$ cat src/sv/fasid_pkg.sv
// fasid_pkg: shared types, codes and constants for the sorted array store
// payload structs for the request and response transfers, cell control types
// no dependencies
package fasid_pkg;

    localparam int DATA_W        = 32;
    localparam int FUNC_W        = 3;
    localparam int IDX_W         = 5;
    localparam int STAT_W        = 2;
    localparam int DEPTH_DEFAULT = 16;

    // operation codes carried in func
    localparam logic [FUNC_W-1:0] FUNC_SORTED_INSERT = 3'd0;
    localparam logic [FUNC_W-1:0] FUNC_OVERWRITE     = 3'd1;
    localparam logic [FUNC_W-1:0] FUNC_INSERT_AT     = 3'd2;
    localparam logic [FUNC_W-1:0] FUNC_DELETE_FIRST  = 3'd3;
    localparam logic [FUNC_W-1:0] FUNC_DELETE_ALL    = 3'd4;
    localparam logic [FUNC_W-1:0] FUNC_READ          = 3'd5;

    // status codes
    localparam logic [STAT_W-1:0] STATUS_OK        = 2'd0;
    localparam logic [STAT_W-1:0] STATUS_BAD_INDEX = 2'd1;
    localparam logic [STAT_W-1:0] STATUS_NOT_FOUND = 2'd2;

    typedef struct packed {
        logic [FUNC_W-1:0]        func;
        logic signed [DATA_W-1:0] value;
        logic [IDX_W-1:0]         index;
    } req_item_t;

    typedef struct packed {
        logic [STAT_W-1:0]        status;
        logic [IDX_W-1:0]         position;
        logic [IDX_W-1:0]         removed;
        logic [IDX_W-1:0]         fill;
        logic signed [DATA_W-1:0] read_value;
    } rsp_item_t;

    typedef enum logic [1:0] {
        CELL_HOLD,
        CELL_WRITE,
        CELL_INSERT,
        CELL_DELETE
    } cell_op_t;

    typedef struct packed {
        logic                     eval;
        cell_op_t                 op;
        logic signed [DATA_W-1:0] value;
    } cell_ctrl_t;

    typedef struct packed {
        logic ge;
        logic eq;
    } cell_flags_t;

    typedef enum logic [1:0] {
        ST_IDLE,
        ST_EVAL,
        ST_APPLY
    } state_t;

endpackage

$ cat src/sv/fasid_cell.sv
// fasid_cell: one storage slot of the sorted array chain
// holds a word, registers compare flags and takes data from either neighbor
// depends on fasid_pkg
module fasid_cell
    import fasid_pkg::*;
#(
    parameter int IDX   = 0,
    parameter int DEPTH = DEPTH_DEFAULT,
    localparam int CW   = $clog2(DEPTH + 1)
)
(
    input  logic                     clk,
    input  cell_ctrl_t               ctrl,
    input  logic [CW-1:0]            pos,
    input  logic [CW-1:0]            count,
    input  logic signed [DATA_W-1:0] left,
    input  logic signed [DATA_W-1:0] right,
    output logic signed [DATA_W-1:0] data,
    output cell_flags_t              flags
);

    localparam logic [CW-1:0] MY_IDX = CW'(IDX);

    logic signed [DATA_W-1:0] data_reg;
    logic signed [DATA_W-1:0] data_next;
    cell_flags_t              flags_reg;
    logic                     valid;
    logic                     at_pos;
    logic                     above_pos;

    assign valid     = MY_IDX < count;
    assign at_pos    = MY_IDX == pos;
    assign above_pos = MY_IDX > pos;

    always_comb
    begin
        data_next = data_reg;
        case (ctrl.op)
            CELL_WRITE:
            begin
                if (at_pos)
                begin
                    data_next = ctrl.value;
                end
            end
            CELL_INSERT:
            begin
                if (at_pos)
                begin
                    data_next = ctrl.value;
                end
                else if (above_pos)
                begin
                    data_next = left;
                end
            end
            CELL_DELETE:
            begin
                if (at_pos || above_pos)
                begin
                    data_next = right;
                end
            end
            default:
            begin
                data_next = data_reg;
            end
        endcase
    end

    always_ff @(posedge clk)
    begin
        data_reg <= data_next;
        if (ctrl.eval)
        begin
            flags_reg.ge <= valid && (data_reg >= ctrl.value);
            flags_reg.eq <= valid && (data_reg == ctrl.value);
        end
    end

    assign data  = data_reg;
    assign flags = flags_reg;

endmodule

$ cat src/sv/fasid_locate.sv
// fasid_locate: finds the first cell whose flag is set
// log-depth prefix or across the chain, then a one-hot to binary encode
// depends on fasid_pkg
module fasid_locate
    import fasid_pkg::*;
#(
    parameter int DEPTH = DEPTH_DEFAULT,
    localparam int CW   = $clog2(DEPTH + 1)
)
(
    input  logic [DEPTH-1:0] hits,
    output logic             any,
    output logic [CW-1:0]    pos
);

    logic [DEPTH-1:0] pre;
    logic [DEPTH-1:0] first;

    always_comb
    begin
        pre = hits;
        for (int s = 1; s < DEPTH; s = s * 2)
        begin
            pre = pre | (pre << s);
        end
        // a hit with no hit below it
        first = hits & ~(pre << 1);
        pos   = '0;
        for (int i = 0; i < DEPTH; i++)
        begin
            if (first[i])
            begin
                pos = pos | CW'(i);
            end
        end
    end

    assign any = |hits;

endmodule

$ cat src/sv/fixed_array_sorted_insert_delete.sv
// sorted array store: each request passes the compare and apply states; the response
// is registered on leaving apply, which waits while the response slot is stalled;
// no new request is taken until idle. delete-all removes one match per compare and
// shift pass through the cell chain. reset (rst_n, async low) empties the store
// and clears response valid; entry contents are not cleared, only the fill count.
// depends on fasid_pkg, fasid_cell, fasid_locate
module fixed_array_sorted_insert_delete
    import fasid_pkg::*;
#(
    parameter int DEPTH = DEPTH_DEFAULT
)
(
    input  logic      clk,
    input  logic      rst_n,
    input  logic      req_valid,
    output logic      req_stall,
    input  req_item_t req,
    output logic      rsp_valid,
    input  logic      rsp_stall,
    output rsp_item_t rsp
);

    localparam int CW = $clog2(DEPTH + 1);
    localparam int AW = $clog2(DEPTH);
    localparam int XW = (CW > IDX_W) ? CW : IDX_W;
    localparam logic [CW-1:0] FULL = CW'(DEPTH);

    state_t                   state_reg;
    state_t                   state_next;
    req_item_t                op_reg;
    logic [CW-1:0]            count_reg;
    logic [CW-1:0]            count_next;
    logic [CW-1:0]            removed_reg;
    logic [CW-1:0]            removed_next;
    rsp_item_t                rsp_reg;
    rsp_item_t                rsp_next;
    logic                     rsp_valid_reg;
    logic                     rsp_valid_next;

    cell_ctrl_t               cell_ctrl;
    logic [CW-1:0]            cell_pos;
    logic signed [DATA_W-1:0] cell_data [DEPTH];
    cell_flags_t              cell_flags [DEPTH];
    logic [DEPTH-1:0]         ge_vec;
    logic [DEPTH-1:0]         eq_vec;
    logic [DEPTH-1:0]         hit_vec;
    logic                     loc_any;
    logic [CW-1:0]            loc_pos;

    logic [XW-1:0]            idx_x;
    logic [XW-1:0]            cnt_x;
    logic [AW-1:0]            rd_sel;
    logic                     slot_free;
    logic                     again;
    logic                     done;

    assign req_stall = (state_reg != ST_IDLE);
    assign idx_x     = XW'(op_reg.index);
    assign cnt_x     = XW'(count_reg);
    assign rd_sel    = AW'(op_reg.index);
    assign slot_free = !rsp_valid_reg || !rsp_stall;
    assign hit_vec   = (op_reg.func == FUNC_SORTED_INSERT) ? ge_vec : eq_vec;

    genvar g;
    generate
        for (g = 0; g < DEPTH; g++)
        begin : g_cell
            logic signed [DATA_W-1:0] left_data;
            logic signed [DATA_W-1:0] right_data;

            if (g == 0)
            begin : g_first
                assign left_data = op_reg.value;
            end
            else
            begin : g_mid_l
                assign left_data = cell_data[g-1];
            end

            if (g == DEPTH - 1)
            begin : g_last
                assign right_data = cell_data[g];
            end
            else
            begin : g_mid_r
                assign right_data = cell_data[g+1];
            end

            fasid_cell #(
                .IDX   (g),
                .DEPTH (DEPTH)
            ) u_cell (
                .clk   (clk),
                .ctrl  (cell_ctrl),
                .pos   (cell_pos),
                .count (count_reg),
                .left  (left_data),
                .right (right_data),
                .data  (cell_data[g]),
                .flags (cell_flags[g])
            );

            assign ge_vec[g] = cell_flags[g].ge;
            assign eq_vec[g] = cell_flags[g].eq;
        end
    endgenerate

    fasid_locate #(
        .DEPTH (DEPTH)
    ) u_locate (
        .hits (hit_vec),
        .any  (loc_any),
        .pos  (loc_pos)
    );

    always_comb
    begin
        cell_op_t                 act_op;
        logic [CW-1:0]            act_pos;
        logic [CW-1:0]            act_count;
        logic [STAT_W-1:0]        act_status;
        logic [IDX_W-1:0]         act_position;
        logic [IDX_W-1:0]         act_removed;
        logic signed [DATA_W-1:0] act_rd;

        state_next     = state_reg;
        count_next     = count_reg;
        removed_next   = removed_reg;
        rsp_next       = rsp_reg;
        rsp_valid_next = rsp_valid_reg && rsp_stall;
        cell_ctrl.eval  = 1'b0;
        cell_ctrl.op    = CELL_HOLD;
        cell_ctrl.value = op_reg.value;
        again          = 1'b0;
        done           = 1'b0;

        act_op       = CELL_HOLD;
        act_pos      = loc_pos;
        act_count    = count_reg;
        act_status   = STATUS_OK;
        act_position = '0;
        act_removed  = '0;
        act_rd       = '0;

        case (op_reg.func)
            FUNC_SORTED_INSERT:
            begin
                act_pos = loc_any ? loc_pos : count_reg;
                // larger than everything in a full store: it falls off the end
                if (loc_any || count_reg != FULL)
                begin
                    act_op    = CELL_INSERT;
                    act_count = (count_reg == FULL) ? count_reg : count_reg + 1'b1;
                end
                act_position = IDX_W'(act_pos);
            end
            FUNC_OVERWRITE:
            begin
                if (idx_x < cnt_x)
                begin
                    act_op       = CELL_WRITE;
                    act_pos      = CW'(idx_x);
                    act_position = op_reg.index;
                end
                else
                begin
                    act_status = STATUS_BAD_INDEX;
                end
            end
            FUNC_INSERT_AT:
            begin
                if (idx_x <= cnt_x && idx_x < XW'(DEPTH))
                begin
                    act_op       = CELL_INSERT;
                    act_pos      = CW'(idx_x);
                    act_count    = (count_reg == FULL) ? count_reg : count_reg + 1'b1;
                    act_position = op_reg.index;
                end
                else
                begin
                    act_status = STATUS_BAD_INDEX;
                end
            end
            FUNC_DELETE_FIRST:
            begin
                if (loc_any)
                begin
                    act_op       = CELL_DELETE;
                    act_count    = count_reg - 1'b1;
                    act_position = IDX_W'(loc_pos);
                    act_removed  = IDX_W'(1);
                end
                else
                begin
                    act_status = STATUS_NOT_FOUND;
                end
            end
            FUNC_DELETE_ALL:
            begin
                if (loc_any)
                begin
                    act_op    = CELL_DELETE;
                    act_count = count_reg - 1'b1;
                    again     = 1'b1;
                end
                else
                begin
                    act_status  = (removed_reg == '0) ? STATUS_NOT_FOUND : STATUS_OK;
                    act_removed = IDX_W'(removed_reg);
                end
            end
            FUNC_READ:
            begin
                if (idx_x < cnt_x)
                begin
                    act_rd       = cell_data[rd_sel];
                    act_position = op_reg.index;
                end
                else
                begin
                    act_status = STATUS_BAD_INDEX;
                end
            end
            default:
            begin
                act_status = STATUS_BAD_INDEX;
            end
        endcase

        case (state_reg)
            ST_IDLE:
            begin
                removed_next = '0;
                if (req_valid)
                begin
                    state_next = ST_EVAL;
                end
            end
            ST_EVAL:
            begin
                cell_ctrl.eval = 1'b1;
                state_next     = ST_APPLY;
            end
            ST_APPLY:
            begin
                cell_pos = act_pos;
                if (again)
                begin
                    // one match gone, compare again on the compacted chain
                    cell_ctrl.op = act_op;
                    count_next   = act_count;
                    removed_next = removed_reg + 1'b1;
                    state_next   = ST_EVAL;
                end
                else if (slot_free)
                begin
                    done                = 1'b1;
                    cell_ctrl.op        = act_op;
                    count_next          = act_count;
                    rsp_next.status     = act_status;
                    rsp_next.position   = act_position;
                    rsp_next.removed    = act_removed;
                    rsp_next.fill       = IDX_W'(act_count);
                    rsp_next.read_value = act_rd;
                    rsp_valid_next      = 1'b1;
                    state_next          = ST_IDLE;
                end
            end
            default:
            begin
                state_next = ST_IDLE;
            end
        endcase
        cell_pos = act_pos;
    end

    always_ff @(posedge clk or negedge rst_n)
    begin
        if (!rst_n)
        begin
            state_reg     <= ST_IDLE;
            count_reg     <= '0;
            removed_reg   <= '0;
            rsp_valid_reg <= 1'b0;
        end
        else
        begin
            state_reg     <= state_next;
            count_reg     <= count_next;
            removed_reg   <= removed_next;
            rsp_valid_reg <= rsp_valid_next;
        end
    end

    always_ff @(posedge clk)
    begin
        if (req_valid && !req_stall)
        begin
            op_reg <= req;
        end
        rsp_reg <= rsp_next;
    end

    assign rsp_valid = rsp_valid_reg;
    assign rsp       = rsp_reg;

    assert property (@(posedge clk) disable iff (!rst_n) count_reg <= FULL)
        else $error("fill count above depth");

    assert property (@(posedge clk) disable iff (!rst_n)
        (req_valid && !req_stall) |=> state_reg == ST_EVAL)
        else $error("transfer did not start a compare pass");

    assert property (@(posedge clk) disable iff (!rst_n)
        done |=> rsp_valid && rsp.fill == IDX_W'(count_reg))
        else $error("response fill does not match stored count");

    assert property (@(posedge clk) disable iff (!rst_n)
        rsp_valid |-> (rsp.status != STATUS_NOT_FOUND || rsp.removed == '0))
        else $error("not found reported with removed entries");

endmodule

$ cat config.mk
export PLATFORM = sky130hd
export DESIGN_NAME = fixed_array_sorted_insert_delete
export DESIGN_NICKNAME = d
export VERILOG_FILES = /design/src/sv/fasid_pkg.sv /design/src/sv/fasid_cell.sv /design/src/sv/fasid_locate.sv /design/src/sv/fixed_array_sorted_insert_delete.sv
export SDC_FILE = /design/constraint.sdc
export NUM_CORES = 2
export LEC_CHECK = 0
export BUFFER_PORTS_ARGS = -buffer_cell sky130_fd_sc_hd__clkbuf_2
export CORE_MARGIN = 2
export CORE_UTILIZATION = 35
export DETAILED_ROUTE_END_ITERATION = 6
export PLACE_DENSITY = 0.47
export SLEW_MARGIN = 30
export SYNTH_ARGS = -nofsm -noshare
export SYNTH_HDL_FRONTEND = slang
export SYNTH_SLANG_ARGS = --single-unit
$ cat constraint.sdc
create_clock -name clk -period 8.6 [get_ports clk]
set_input_delay 1.29 -clock clk [delete_from_list [all_inputs] [get_ports clk]]
set_output_delay 1.29 -clock clk [all_outputs]
set_load 0.005 [all_outputs]
==> summary.txt <==
Synthesis
  – Cells after Synth: 4384
  – Synth Cell Area: 46700 µm²
  – Yosys warnings: 0
  – Unique masters post-synth: 75
  – Post-synthesis register bit count: 646
  – Avg Cell Area, Syn: 10.6 µm²
  – Synth Flop Type: edfxtp_1
  – Syn_nets: 4954
  – Number of flops mapped to enable cells by yosys: 633
  – Sequential-to-total area share from yosys stat: 0.414
  – Post-synth ARST share: 0.0201

Cells and area
  – Share of cells above drive strength 1: 0.138
  – Total Nets Final: 4903
  – Area of the multi-input gates: around 26000 µm²
  – Number of flip-flops under the largest register name: 512
  – FF+latch area: 19300 µm²
  – Area grow syn2layout: 12.1%
  – Final Util: 0.396
  – FILL cells: 12800

Critical path
  – R2R Path Start: cnt_x[4]
  – R2r worst-path depth: 13
  – Crit path kind: flop to flop
  – R2r setup slk: 1.95 ns
  – Reg-to-reg endpoint: g_cell[5].u_cell.data[21]
  – Worst path required time: roughly 9.0 ns
  – Critical path launch point type: flop
  – Worst Path Arrival: 7.00 ns
  – Crit. End Element: flop
  – CP max FO: 57

Route
  – Via count: 40200
  – Routed WL per cell: 33.7 µm
  – Pre-Repair DR Iteration Count: 6
  – Avg Vias per Cell: 6.52
  – Detail Route Antenna Nets: 0
  – Detailed-route wire length: 207 mm
  – Iter 0 DRT Violations: 5290
  – DRC: 0

GRT
  – Pin count of the biggest net entering global routing: 154
  – Vias in the first global route: 37800
  – GRT Util Overall: 0.299
  – First-pass GRT wire length: 295 mm
  – Grt ovf: 0
  – Initial antenna violation count: 4

Power
  – Leakage power: 0.0189 µW
  – Flop pwr share: 0.351
  – PwrDens: 300 nW/µm²
  – P_int: 9030 µW
  – Worst VDD drop: 0.000228 V
  – Comb power frac: 0.409
  – Sw frac: 0.425
  – Sw power: 6670 µW
  – Clock power frac: 0.240

Placed design
  – Buffers on Ports: 94
  – RePlAce Congestion: 0.913
  – Pre-CTS setup slack: 2.12 ns
  – DP HPWL: 144 mm

Floorplanning
  – Die Y: 369 µm
  – Number of I/O pins: 95
  – Die width: 369 µm
  – Total die area: 136000 µm²
  – Initial Util: 0.354
  – Core Box Area: ~130000 µm²
  – Num rows: 133

STA
  – Setup_tns: 0 ns
  – Final worst slack: around 2 ns
  – Hold Worst Slack: 0.472 ns
  – Minimum clock period after layout: 6.65 ns
  – Setup-failing EPs final: 0
  – Pins over their slew limit: 0
  – Worst-Margin Slew: 1.02 ns
  – Unrepaired setup endpoints after global routing: false
  – Final Cycle Share: 0.773
  – Clock skew: about 0.048 ns
  – Final hold vios: 0
  – Fmax: 150 MHz
  – Slew headroom: 0.311

Clocking
  – Clock Tree Buf Depth: 3
  – CTS tree: done
  – Clk root buf: clkbuf_16
  – CTS buffer count: 84
  – Clk Latency, worst-skew pair: approximately 0.73 ns
  – Hold_buf cts: 0
  – Clock sinks: 646
  – PostCTS Resize Cnt: 0
  – H-tree depth: 3
  – Postcts setup bufs: 0
  – Clock transition at path regs: 0.06 ns

Worst hold path
  – Min-Delay Path Class: input pin to asynchronous set/reset pin

Run
  – Max-cap violation count: 0

Run status
  – Status: finished, final reports clean
## cell families (layout without fill, tap and decap cells)
group	Yosys count	after routing	synth area share
AO/OA/AOI/OAI	1391	1391	0.193
XOR/XNOR	16	16	0.00300
adder cells (fa/ha/maj)	526	526	0.141
buffers and inverters	418	434	0.0354
flip-flops	646	646	0.414
multiplexers	202	202	0.0872
other	0	1	0
AND/OR/NAND/NOR	1185	1185	0.126
## worst max-delay path by stage
stage                           endpoint  slack (ns)     start  cells after the start
2_1_floorplan   g_cell[5].u_cell.data[0]        2.51  cnt_x[2]                     17
4_1_cts         g_cell[5].u_cell.data[9]        2.09  cnt_x[4]                     13
6_report       g_cell[5].u_cell.data[21]        1.95  cnt_x[4]                     13
3_5_place_dp   g_cell[5].u_cell.data[19]        2.12  cnt_x[4]                     13
3_3_place_gp   g_cell[5].u_cell.data[18]        2.30  cnt_x[4]                     13
5_1_grt        g_cell[5].u_cell.data[21]        1.68  cnt_x[4]                     13
## metal layers
layer | vias up | part of all wire | GRT usage | routed length [µm]
met5 | - | 0.00024 | 0 | 50
met4 | 8 | 0.053 | 0.141 | 11100
met3 | 367 | 0.082 | 0.0504 | 17100
met2 | 2188 | 0.44 | 0.447 | 90200
met1 | 20100 | 0.43 | 0.420 | 88900
li1 | 17500 | - | - | -
## power by group through the flow
stage,sequential (µW),combinational (µW),clock (µW)
global placement,5550,6190,0
finish,5510,6420,3770
detailed placement,5540,6250,0
global route,5560,6940,3920
CTS,5480,6280,3820
floorplan,5030,3950,0
## worst max-delay path, stage by stage (launching register included)
cell      delay, ns
dfrtp_1        0.62
inv_1          0.25
ha_1           0.34
and3_1         0.20
o21ai_0        0.11
nand3_1        0.43
a21boi_0       0.45
o21ai_0        0.17
a221o_1        0.56
nor2_1         0.26
and2_1         0.51
nand2_4        0.63
a211oi_4       1.04
buf_4          0.65
## Yosys cell counts, drive strengths merged, types with 5 or more instances
| cell type | instances | area share |
|---|---|---|
| a211oi | 34 | 0.0060 |
| a32oi | 98 | 0.018 |
| or2 | 9 | 0.0012 |
| inv | 78 | 0.0063 |
| o21a | 13 | 0.0021 |
| nand2b | 40 | 0.0054 |
| nor2 | 88 | 0.0071 |
| o21bai | 15 | 0.0024 |
| a31o | 12 | 0.0023 |
| a21oi | 507 | 0.054 |
| nor4b | 5 | 0.00094 |
| o31ai | 5 | 0.00080 |
| nand4 | 117 | 0.016 |
| buf | 104 | 0.010 |
| clkbuf | 236 | 0.019 |
| dfrtp | 13 | 0.0070 |
| nand3 | 365 | 0.039 |
| a221o | 17 | 0.0036 |
| xnor2 | 11 | 0.0021 |
| a211o | 5 | 0.00094 |
| or3 | 9 | 0.0013 |
| ha | 526 | 0.14 |
| nor2b | 45 | 0.0060 |
| edfxtp | 633 | 0.41 |
| nor4 | 28 | 0.0038 |
| xor2 | 5 | 0.00094 |
| nand2 | 344 | 0.028 |
| o211ai | 355 | 0.057 |
| mux2 | 35 | 0.0084 |
| and2 | 10 | 0.0013 |
| and3 | 55 | 0.0074 |
| a221oi | 5 | 0.00094 |
| a21o | 115 | 0.018 |
| mux2i | 7 | 0.0016 |
| a31oi | 10 | 0.0015 |
| mux4 | 160 | 0.077 |
| o21ai | 157 | 0.017 |
| o22ai | 16 | 0.0021 |
| nor3 | 55 | 0.0061 |
## cell usage in the layout, fill, tap and decap left out, drive strengths merged, types with 9 or more instances in the layout
cell type	instances
a32oi	98
a31oi	10
nor4	28
nor2	88
nand4	117
nand2b	40
a31o	12
or2	9
nand3	365
nor3	55
bufinv	12
ha	526
a211oi	34
o22ai	16
o21a	13
o21ai	157
edfxtp	633
clkbuf	198
nor2b	45
clkinv	30
mux4	160
o211ai	355
a21oi	507
and3	55
a221o	17
or3	9
and2	10
o21bai	15
buf	109
xnor2	11
nand2	344
dfrtp	13
a21o	115
mux2	35
inv	81
## stage by stage
stage	cell area [µm²]	cells	total power, µW
2_1_floorplan	46700	4384	8980
3_3_place_gp	49200	5994	11700
3_5_place_dp	49300	5997	11800
4_1_cts	52100	6150	15600
5_1_grt	52300	6155	16400
6_report	52300	6156	15700
## layout make-up
cell class	count	share of cell area
Multi-Input combinational cell	3320	0.501
Tap cell	1755	0.0420
Inverter	78	0.00560
Clock inverter	49	0.0110
Sequential cell	646	0.370
Antenna cell	1	0.0000478
Clock buffer	104	0.0428
Timing Repair Buffer	203	0.0279
Note: power is estimated with default switching activity, not from simulation.
